[config.mk]
export PLATFORM = sky130hd
export DESIGN_NAME = ascii_pnm_raster_formatter_top
export DESIGN_NICKNAME = d
export VERILOG_FILES = /design/src/rtl/apnm_pkg.sv /design/src/rtl/apnm_front.sv /design/src/rtl/apnm_cmd_fifo.sv /design/src/rtl/apnm_back.sv /design/src/rtl/ascii_pnm_raster_formatter_top.sv
export SDC_FILE = /design/constraint.sdc
export NUM_CORES = 1
export LEC_CHECK = 0
export ABC_AREA = 0
export BUFFER_PORTS_ARGS = -buffer_cell sky130_fd_sc_hd__buf_2
export CAP_MARGIN = 20
export CORE_ASPECT_RATIO = 0.75
export CORE_MARGIN = 2
export CORE_UTILIZATION = 61
export DETAILED_ROUTE_END_ITERATION = 8
export GPL_ROUTABILITY_DRIVEN = 0
export PLACE_DENSITY = 0.79
export SLEW_MARGIN = 20
export SYNTH_ARGS = -nofsm -noshare
export SYNTH_HDL_FRONTEND = slang
export SYNTH_SLANG_ARGS = --single-unit
[constraint.sdc]
create_clock -name clk -period 12 [get_ports clk]
set_input_delay 0.6 -clock clk [delete_from_list [all_inputs] [get_ports clk]]
set_output_delay 0.6 -clock clk [all_outputs]
set_load 0.05 [all_outputs]
[src/rtl/apnm_pkg.sv]
// shared types and constants of the ascii pnm raster formatter
`timescale 1ns / 1ps

package apnm_pkg;

  // character codes
  localparam logic [7:0] CH_SPACE = 8'h20;
  localparam logic [7:0] CH_ZERO  = 8'h30;
  localparam logic [7:0] CH_CR    = 8'h0D;
  localparam logic [7:0] CH_LF    = 8'h0A;

  // register indexes on the configuration port
  localparam logic [1:0] REG_WIDTH  = 2'd0;
  localparam logic [1:0] REG_HEIGHT = 2'd1;
  localparam logic [1:0] REG_DEPTH  = 2'd2;

  // pixel depth codes (the fourth code behaves as rgb)
  localparam logic [1:0] DEPTH_BITS = 2'd0;
  localparam logic [1:0] DEPTH_GREY = 2'd1;

  // text line limits
  localparam logic [4:0] LINE_VALUES = 5'd17;
  localparam logic [4:0] LINE_BYTES  = 5'd4;

  // reciprocal of ten for values below one hundred: x * 205 >> 11
  localparam logic [7:0] RECIP_TEN = 8'd205;
  localparam int         RECIP_SHIFT = 11;

  // default depth of the command queue
  localparam int CMD_DEPTH_DEF = 2;

  // one classified byte, ready for expansion into characters
  typedef struct packed {
    logic       is_bits;    // packed 1-bit mode
    logic [7:0] byte_val;   // raw byte for bit mode
    logic [4:0] nchar;      // body characters before the line break
    logic [7:0] ch_hund;
    logic [7:0] ch_tens;
    logic [7:0] ch_units;
    logic       line_end;   // append cr lf
    logic       image_end;  // flag the final lf
  } cmd_t;

endpackage

[src/rtl/apnm_front.sv]
// front part: configuration registers, row and line bookkeeping, byte classification
`timescale 1ns / 1ps

module apnm_front (
  input  logic                clk,
  input  logic                rst_n,
  input  logic                cfg_valid,
  output logic                cfg_ready,
  input  logic [1:0]          cfg_index,
  input  logic [15:0]         cfg_data,
  input  logic                accept,
  input  logic [7:0]          pixel_byte,
  output apnm_pkg::cmd_t      cmd
);

  logic [15:0] image_width_r;
  logic [15:0] image_height_r;
  logic [1:0]  pixel_depth_r;
  logic [17:0] column_count_r, column_count_nxt;
  logic [4:0]  line_fill_r, line_fill_nxt;
  logic [15:0] row_count_r, row_count_nxt;

  logic        is_bits;
  logic        col_past;
  logic [18:0] width_gap;
  logic [3:0]  bit_cnt;
  logic [17:0] col_inc;
  logic [17:0] row_len;
  logic        row_end;
  logic [4:0]  lf_inc;
  logic        line_end;
  logic [16:0] row_sum;
  logic        image_end;
  logic [1:0]  hund;
  logic [7:0]  hund_sub;
  logic [6:0]  rem;
  logic [14:0] tens_prod;
  logic [3:0]  tens;
  logic [6:0]  tens_x10;
  logic [3:0]  units;

  assign cfg_ready = 1'b1;

  always_ff @(posedge clk) begin
    if (!rst_n) begin
      image_width_r  <= 16'd1;
      image_height_r <= 16'd1;
      pixel_depth_r  <= apnm_pkg::DEPTH_GREY;
    end else if (cfg_valid) begin
      case (cfg_index)
        apnm_pkg::REG_WIDTH:  image_width_r  <= cfg_data;
        apnm_pkg::REG_HEIGHT: image_height_r <= cfg_data;
        apnm_pkg::REG_DEPTH:  pixel_depth_r  <= cfg_data[1:0];
        default: ;
      endcase
    end
  end

  // bit mode: pixels left in the row, at least one, at most eight
  always_comb begin
    is_bits   = (pixel_depth_r == apnm_pkg::DEPTH_BITS);
    col_past  = (column_count_r >= {2'b00, image_width_r});
    width_gap = {3'b000, image_width_r} - {1'b0, column_count_r};
    if (col_past) begin
      bit_cnt = 4'd1;
    end else if (width_gap >= 19'd8) begin
      bit_cnt = 4'd8;
    end else begin
      bit_cnt = width_gap[3:0];
    end

    row_len = (pixel_depth_r == apnm_pkg::DEPTH_GREY) ? {2'b00, image_width_r}
            : ({2'b00, image_width_r} + {1'b0, image_width_r, 1'b0});

    if (is_bits) begin
      col_inc = column_count_r + {14'd0, bit_cnt};
      row_end = (col_inc >= {2'b00, image_width_r});
    end else begin
      col_inc = column_count_r + 18'd1;
      row_end = (col_inc >= row_len);
    end

    lf_inc    = line_fill_r + 5'd1;
    line_end  = row_end || (is_bits ? (lf_inc >= apnm_pkg::LINE_BYTES)
                                    : (lf_inc >= apnm_pkg::LINE_VALUES));
    row_sum   = {1'b0, row_count_r} + 17'd1;
    image_end = row_end && (row_sum >= {1'b0, image_height_r});

    column_count_nxt = row_end ? 18'd0 : col_inc;
    line_fill_nxt    = line_end ? 5'd0 : lf_inc;
    row_count_nxt    = row_end ? (image_end ? 16'd0 : row_sum[15:0]) : row_count_r;
  end

  // decimal digits of the byte
  always_comb begin
    if (pixel_byte >= 8'd200) begin
      hund     = 2'd2;
      hund_sub = 8'd200;
    end else if (pixel_byte >= 8'd100) begin
      hund     = 2'd1;
      hund_sub = 8'd100;
    end else begin
      hund     = 2'd0;
      hund_sub = 8'd0;
    end
    rem       = 7'(pixel_byte - hund_sub);
    tens_prod = {8'd0, rem} * {7'd0, apnm_pkg::RECIP_TEN};
    tens      = tens_prod[apnm_pkg::RECIP_SHIFT +: 4];
    tens_x10  = {tens, 3'b000} + {2'b00, tens, 1'b0};
    units     = 4'(rem - tens_x10);
  end

  always_comb begin
    cmd.is_bits   = is_bits;
    cmd.byte_val  = pixel_byte;
    cmd.nchar     = is_bits ? {bit_cnt, 1'b0} : 5'd4;
    cmd.ch_hund   = (hund != 2'd0) ? (apnm_pkg::CH_ZERO + {6'd0, hund}) : apnm_pkg::CH_SPACE;
    cmd.ch_tens   = (hund != 2'd0 || tens != 4'd0) ? (apnm_pkg::CH_ZERO + {4'd0, tens})
                                                   : apnm_pkg::CH_SPACE;
    cmd.ch_units  = apnm_pkg::CH_ZERO + {4'd0, units};
    cmd.line_end  = line_end;
    cmd.image_end = image_end;
  end

  always_ff @(posedge clk) begin
    if (!rst_n) begin
      column_count_r <= '0;
      line_fill_r    <= '0;
      row_count_r    <= '0;
    end else if (accept) begin
      column_count_r <= column_count_nxt;
      line_fill_r    <= line_fill_nxt;
      row_count_r    <= row_count_nxt;
    end
  end

  a_line_fill_bound: assert property (@(posedge clk) disable iff (!rst_n)
    accept |=> (line_fill_r < apnm_pkg::LINE_VALUES))
    else $error("line fill left its range after a beat");

  a_image_implies_row: assert property (@(posedge clk) disable iff (!rst_n)
    (accept && image_end) |=> (column_count_r == 18'd0 && row_count_r == 16'd0))
    else $error("image end did not clear row and column");

endmodule

[src/rtl/apnm_cmd_fifo.sv]
// short command queue between front and back
`timescale 1ns / 1ps

module apnm_cmd_fifo #(
  parameter int DEPTH = apnm_pkg::CMD_DEPTH_DEF
) (
  input  logic           clk,
  input  logic           rst_n,
  input  logic           push,
  input  apnm_pkg::cmd_t wr_cmd,
  output logic           full,
  input  logic           pop,
  output apnm_pkg::cmd_t rd_cmd,
  output logic           empty
);

  localparam int PTR_W = (DEPTH > 1) ? $clog2(DEPTH) : 1;
  localparam int CNT_W = $clog2(DEPTH + 1);

  apnm_pkg::cmd_t    slot_r [DEPTH];
  logic [PTR_W-1:0]  wr_ptr_r, rd_ptr_r;
  logic [CNT_W-1:0]  count_r;
  logic              do_push, do_pop;

  assign full    = (count_r == CNT_W'(DEPTH));
  assign empty   = (count_r == '0);
  assign do_push = push && !full;
  assign do_pop  = pop && !empty;
  assign rd_cmd  = slot_r[rd_ptr_r];

  always_ff @(posedge clk) begin
    if (do_push) begin
      slot_r[wr_ptr_r] <= wr_cmd;
    end
  end

  always_ff @(posedge clk) begin
    if (!rst_n) begin
      wr_ptr_r <= '0;
      rd_ptr_r <= '0;
      count_r  <= '0;
    end else begin
      if (do_push) begin
        wr_ptr_r <= (wr_ptr_r == PTR_W'(DEPTH - 1)) ? '0 : wr_ptr_r + PTR_W'(1);
      end
      if (do_pop) begin
        rd_ptr_r <= (rd_ptr_r == PTR_W'(DEPTH - 1)) ? '0 : rd_ptr_r + PTR_W'(1);
      end
      case ({do_push, do_pop})
        2'b10:   count_r <= count_r + CNT_W'(1);
        2'b01:   count_r <= count_r - CNT_W'(1);
        default: ;
      endcase
    end
  end

  a_count_bound: assert property (@(posedge clk) disable iff (!rst_n)
    count_r <= CNT_W'(DEPTH))
    else $error("command queue overfilled");

endmodule

[src/rtl/apnm_back.sv]
// back part: expands a command into the output register, a char per cycle if not stalled
`timescale 1ns / 1ps

module apnm_back (
  input  logic           clk,
  input  logic           rst_n,
  input  apnm_pkg::cmd_t cmd,
  input  logic           cmd_empty,
  output logic           cmd_pop,
  output logic           out_empty,
  input  logic           out_pop,
  output logic [7:0]     out_char,
  output logic           out_last_of_item,
  output logic           out_end_of_image
);

  logic [4:0] idx_r;
  logic       out_valid_r;
  logic [7:0] out_char_r;
  logic       out_last_r;
  logic       out_eoi_r;

  logic       slot_free;
  logic       advance;
  logic [4:0] total;
  logic       last;
  logic [7:0] ch;
  logic [2:0] bit_sel;

  assign slot_free = !out_valid_r || out_pop;
  assign advance   = !cmd_empty && slot_free;
  assign total     = cmd.nchar + (cmd.line_end ? 5'd2 : 5'd0);
  assign last      = (idx_r == total - 5'd1);
  assign cmd_pop   = advance && last;
  assign bit_sel   = ~idx_r[3:1];

  always_comb begin
    if (idx_r < cmd.nchar) begin
      if (cmd.is_bits) begin
        ch = idx_r[0] ? apnm_pkg::CH_SPACE
                      : (apnm_pkg::CH_ZERO + {7'd0, cmd.byte_val[bit_sel]});
      end else begin
        case (idx_r[1:0])
          2'd0:    ch = cmd.ch_hund;
          2'd1:    ch = cmd.ch_tens;
          2'd2:    ch = cmd.ch_units;
          default: ch = apnm_pkg::CH_SPACE;
        endcase
      end
    end else if (idx_r == cmd.nchar) begin
      ch = apnm_pkg::CH_CR;
    end else begin
      ch = apnm_pkg::CH_LF;
    end
  end

  always_ff @(posedge clk) begin
    if (!rst_n) begin
      idx_r       <= '0;
      out_valid_r <= 1'b0;
    end else begin
      if (advance) begin
        idx_r <= last ? 5'd0 : idx_r + 5'd1;
      end
      if (slot_free) begin
        out_valid_r <= advance;
      end
    end
  end

  always_ff @(posedge clk) begin
    if (advance) begin
      out_char_r <= ch;
      out_last_r <= last;
      out_eoi_r  <= last && cmd.image_end;
    end
  end

  assign out_empty        = !out_valid_r;
  assign out_char         = out_char_r;
  assign out_last_of_item = out_last_r;
  assign out_end_of_image = out_eoi_r;

  a_eoi_on_last_lf: assert property (@(posedge clk) disable iff (!rst_n)
    (out_valid_r && out_eoi_r) |-> (out_last_r && out_char_r == apnm_pkg::CH_LF))
    else $error("end of image not on the closing lf");

  a_idx_in_range: assert property (@(posedge clk) disable iff (!rst_n)
    !cmd_empty |-> (idx_r < total))
    else $error("character index ran past the command");

  a_idle_index: assert property (@(posedge clk) disable iff (!rst_n)
    cmd_pop |=> (idx_r == 5'd0))
    else $error("index not rewound after a command");

endmodule

[src/rtl/ascii_pnm_raster_formatter_top.sv]
// top level of the ascii pnm raster formatter
`timescale 1ns / 1ps

//  channel  | direction | handshake            | payload
//  ---------+-----------+----------------------+------------------------------------------
//  in_      | input     | in_push / in_full    | in_pixel_byte
//  out_     | output    | out_pop / out_empty  | out_char, out_last_of_item, out_end_of_image
//  cfg_     | input     | cfg_valid/cfg_ready  | cfg_index, cfg_data
//
//  one character leaves per cycle while commands wait and out_pop is high; a byte yields
//  4 characters (grey or rgb) or 2 to 16 (packed bits), plus cr lf at a line or row end,
//  stepped through by the back part's character counter
//  the front takes a byte whenever the command queue has room
//  synchronous active-low reset clears counters, queue and output; registers return
//  to width 1, height 1, grey
//  a stalled out_pop freezes the output register, then the back, then fills the queue

module ascii_pnm_raster_formatter_top #(
  parameter int CMD_DEPTH = apnm_pkg::CMD_DEPTH_DEF
) (
  input  logic        clk,
  input  logic        rst_n,
  // configuration
  input  logic        cfg_valid,
  output logic        cfg_ready,
  input  logic [1:0]  cfg_index,
  input  logic [15:0] cfg_data,
  // raster bytes in
  input  logic        in_push,
  output logic        in_full,
  input  logic [7:0]  in_pixel_byte,
  // characters out
  output logic        out_empty,
  input  logic        out_pop,
  output logic [7:0]  out_char,
  output logic        out_last_of_item,
  output logic        out_end_of_image
);

  apnm_pkg::cmd_t front_cmd;
  apnm_pkg::cmd_t head_cmd;
  logic           in_beat;
  logic           q_empty;
  logic           q_pop;

  // a beat is taken whenever the queue has room for its command
  assign in_beat = in_push && !in_full;

  apnm_front u_front (
    .clk        (clk),
    .rst_n      (rst_n),
    .cfg_valid  (cfg_valid),
    .cfg_ready  (cfg_ready),
    .cfg_index  (cfg_index),
    .cfg_data   (cfg_data),
    .accept     (in_beat),
    .pixel_byte (in_pixel_byte),
    .cmd        (front_cmd)
  );

  // decouples classification from character expansion
  apnm_cmd_fifo #(
    .DEPTH (CMD_DEPTH)
  ) u_cmd_fifo (
    .clk    (clk),
    .rst_n  (rst_n),
    .push   (in_push),
    .wr_cmd (front_cmd),
    .full   (in_full),
    .pop    (q_pop),
    .rd_cmd (head_cmd),
    .empty  (q_empty)
  );

  apnm_back u_back (
    .clk              (clk),
    .rst_n            (rst_n),
    .cmd              (head_cmd),
    .cmd_empty        (q_empty),
    .cmd_pop          (q_pop),
    .out_empty        (out_empty),
    .out_pop          (out_pop),
    .out_char         (out_char),
    .out_last_of_item (out_last_of_item),
    .out_end_of_image (out_end_of_image)
  );

  // the end-of-image character must also carry the item flag
  a_eoi_has_last: assert property (@(posedge clk) disable iff (!rst_n)
    (!out_empty && out_end_of_image) |-> out_last_of_item)
    else $error("end of image without end of item");

endmodule

==> out/metrics.cfg <==
[sta]
fmax_mhz=140.7
rsz0062_at_grt=no
finalHoldViolCount=0
fin_setup_tns_ns=0
setup_viol=0
finalCritPeriodShare_pct=59.21
final-max-slew-violation-count=0
min_period_ns=7.105
max_slew_margin_pct=35.62
skew_ns=0.01080
worst_pin_slew_ns=0.9615

[critical_path]
crit_buf_inv=1
critPathMaxStageDelay_ns=0.61
cp_slowest_cell=a2111oi_0
r2r_setup_slack_ns=4.89
path_max_fanout=17
r2r-start=u_front.image_width_r[0]$_SDFFE_PN1P_
crit_top_cell=nand3_1
arrival_ns=7.46
reg2reg_to=u_front.row_count_r[9]$_SDFFE_PN0P_
required_ns=12.36
crit_type=reg2reg
r2r_cells=26
start_kind=flop
endpoint_kind=flop
cpLargestDelayFamily=simple AND/OR/NAND/NOR gates

[drt]
drt_iter0_markers=884
avgRoutedWirePerCell_um=16.51
viasPerCell=5.949
dr.pass1.iters=6
wl_mm=25.52
num_vias=9197
ant_nets=0
drc=0

[synthesis]
synth_top_area_share_pct=16.57
synthFlopType=dfxtp_1
async_flop_share_pct=0
ys_types=72
ys_ff_latch=146
yosys.area.top_type=edfxtp_1
synth_area_per_cell_um2=8.852
yosys_warnings=0
netlist_area_mm2=0.01123
ys_seq_area_share_pct=31.54
syn-instance-count=1269
synth_edf_count=62
synth_area_leaders=edfxtp_1, ha_1, dfxtp_1

[global_routing]
grt.total_usage_pct=27.23
grt_max_degree=72
grt.overflow.total=0
grt_pass1_vias=8609
grt_first_pass_wirelength_mm=42.66
antenna_found_initial=0

[floorplan]
die_h_um=121.5
rows=42
start_util_pct=63.06
fp.dieArea_mm2=0.01953
die_x_um=160.7
core-area_mm2=0.01781
io_pins=44

[run_status]
status=finished, final reports clean

[worst_hold_path]
hold_depth=1
min_from=in_pixel_byte[2]
hp-class=in2reg
min_to=u_cmd_fifo.slot_r[1][32]$_DFFE_PP_

[clock_tree]
cts_buffers=17
postCtsHoldBufs=0
cts_sinks=146
clk_path_buf_depth=2
clockRootBuffer=clkbuf_16
cts_htree_levels=4
cts_tree=built
cts_resized=0
clk-insertion-delay-late_ns=0.43
cts.clk_slew.worst_paths_ns=0.07
cts_post_setup_buffers_inserted=0

[finish]
fillCellCount=1386
nets=1479
drive_gt1_share_pct=8.282
antenna_cells=0
areaGrowthSynthToFinish_pct=8.565
seq_area_mm2=0.003543
final_core_util_pct=68.46
multiInputGateArea_mm2=0.007082

[place]
hpwl_mm=19.29
port_buffers=40

[power]
power_leakage_nw=5.051
ir_drop_uv=118.5
p_per_area_mw_per_mm2=149.4
power_mw=1.822

[run]
maxCapViolCount=0

-- worst reg2reg max path, cell delays in order (launching register included) --
cell and delay (ns):
dfxtp_1 0.39, inv_1 0.08, ha_1 0.21, fa_1 0.42, nand2b_1 0.22, a21o_1 0.23, a2111oi_0 0.61, o221a_2 0.32
o2bb2ai_1 0.07, nor4_1 0.46, nand3_1 0.30, or3_1 0.41, fa_1 0.43, nand2b_1 0.19, a211o_1 0.39, nor2_1 0.22
nand3_1 0.13, xnor2_1 0.16, ha_1 0.28, nand4_1 0.08, nor2_1 0.17, nand2_1 0.07, nand4_1 0.08, and4b_4 0.27
nor2_4 0.36, nand3_1 0.25, o22ai_1 0.23
-- registers in the layout, summed over array words and instances, names as in the netlist, 2 cells and up, named ones only --
register / count
u_front.column_count_r: 18
u_front.pixel_depth_r: 2
u_back.idx_r: 5
u_front.row_count_r: 16
u_front.line_fill_r: 5
u_back.out_char: 6
u_cmd_fifo.slot_r: 54
u_front.image_height_r: 16
u_front.image_width_r: 16
u_cmd_fifo.count_r: 2
-- worst max-delay path by stage --
stage	start	to	slack [ns]	depth (start not counted)
6_report	u_front.image_width_r[0]$_SDFFE_PN1P_	u_front.row_count_r[9]$_SDFFE_PN0P_	4.89	26
2_1_floorplan	in_pixel_byte[3]	u_cmd_fifo.slot_r[0][5]$_DFFE_PP_	5.97	24
5_1_grt	u_front.image_width_r[0]$_SDFFE_PN1P_	u_front.row_count_r[2]$_SDFFE_PN0P_	4.40	26
3_5_place_dp	u_front.image_width_r[0]$_SDFFE_PN1P_	u_front.row_count_r[2]$_SDFFE_PN0P_	5.12	26
4_1_cts	u_front.image_width_r[0]$_SDFFE_PN1P_	u_front.row_count_r[9]$_SDFFE_PN0P_	5.04	26
3_3_place_gp	u_front.image_width_r[0]$_SDFFE_PN1P_	u_front.row_count_r[9]$_SDFFE_PN0P_	5.44	26
-- final cells by class --
class	count	area share, %
multi-input cells	970	58.07
flip-flops and latches	146	29.06
clock buffers	18	3.519
inverters	107	3.293
well taps	242	2.483
repair buffers	49	2.196
clock inverters	14	1.385
-- cells by family (layout without fill, tap and decap cells) --
group	count (synthesis)	count (layout)	synth area share, %
other	2	3	0.06685
AOI/OAI and AO/OA	274	274	15.92
and+or+nand+nor	408	408	17.62
xor gates and xnor gates	99	99	7.719
DFF	146	146	31.54
buffers and inverters	154	188	5.536
muxes	29	29	3.241
adders and majority gates	157	157	18.36
-- cells in the mapped netlist, types with 4 or more instances --
library cell,number
nor3_1,23
nand4_1,24
a21boi_1,8
a21oi_1,73
nand2_1,130
dfxtp_1,84
a211oi_1,15
nand3b_1,7
inv_1,106
a22oi_1,4
clkbuf_1,36
or3_1,12
o21ai_0,56
nor4_1,10
edfxtp_1,62
mux2i_1,15
nand2b_1,17
nor2_1,91
a21o_1,16
a21boi_0,34
or2_2,5
and2_1,9
o22ai_1,4
ha_1,144
o211ai_1,4
mux2_2,9
nand3_1,45
fa_1,13
nor3b_1,4
nor2b_1,9
and3_1,10
o21a_1,13
o21bai_1,5
a31oi_1,6
buf_4,5
xnor2_1,70
mux4_2,5
xor2_1,29
-- power breakdown --
part / switching [mW] / total (mW) / internal (mW)
Clock: 0.234 / 0.548 / 0.315
Sequential: 0.0230 / 0.626 / 0.603
Combinational: 0.380 / 0.647 / 0.268
-- cell usage in the layout, fill, tap and decap left out, types with 5 or more instances in the layout --
| master | instances |
|---|---|
| a21oi_1 | 73 |
| dfxtp_1 | 84 |
| a21boi_1 | 8 |
| buf_2 | 40 |
| mux2i_1 | 15 |
| or2_2 | 5 |
| and3_1 | 10 |
| buf_4 | 9 |
| or3_1 | 12 |
| nor2_1 | 89 |
| o21ai_0 | 56 |
| clkbuf_16 | 17 |
| fa_1 | 13 |
| o21bai_1 | 5 |
| mux2_2 | 9 |
| and2_1 | 9 |
| a211oi_1 | 15 |
| mux4_2 | 5 |
| nand3b_1 | 7 |
| nor2b_1 | 9 |
| a21boi_0 | 34 |
| inv_1 | 106 |
| nand2b_1 | 17 |
| ha_1 | 144 |
| nor4_1 | 10 |
| a31oi_1 | 6 |
| edfxtp_1 | 62 |
| inv_6 | 5 |
| xnor2_1 | 70 |
| xor2_1 | 29 |
| nand2_1 | 130 |
| nand3_1 | 45 |
| nor3_1 | 23 |
| o21a_1 | 13 |
| a21o_1 | 16 |
| nand4_1 | 24 |
-- layer usage --
layer | vias up | wire length [µm] | global-route usage [%]
met4 | 0 | 422 | 8.147
met5 | - | 0 | 0
met2 | 292 | 10800 | 40.92
met1 | 4324 | 12520 | 40.27
met3 | 38 | 1783 | 4.819
li1 | 4543 | - | -
-- metrics by stage --
| step | hold WS (ns) | setup slack, ns | cells | area, µm² |
|---|---|---|---|---|
| after floorplan | 0.4435 | 5.975 | 1270 | 11240 |
| after global placement | 0.4524 | 5.437 | 1514 | 11590 |
| after detailed placement | 0.4592 | 5.124 | 1514 | 11590 |
| after CTS | 0.3954 | 5.037 | 1546 | 12190 |
| after global routing | 0.4060 | 4.400 | 1546 | 12200 |
| final | 0.4082 | 4.895 | 1546 | 12200 |
Note: power is estimated with default switching activity, not from simulation.
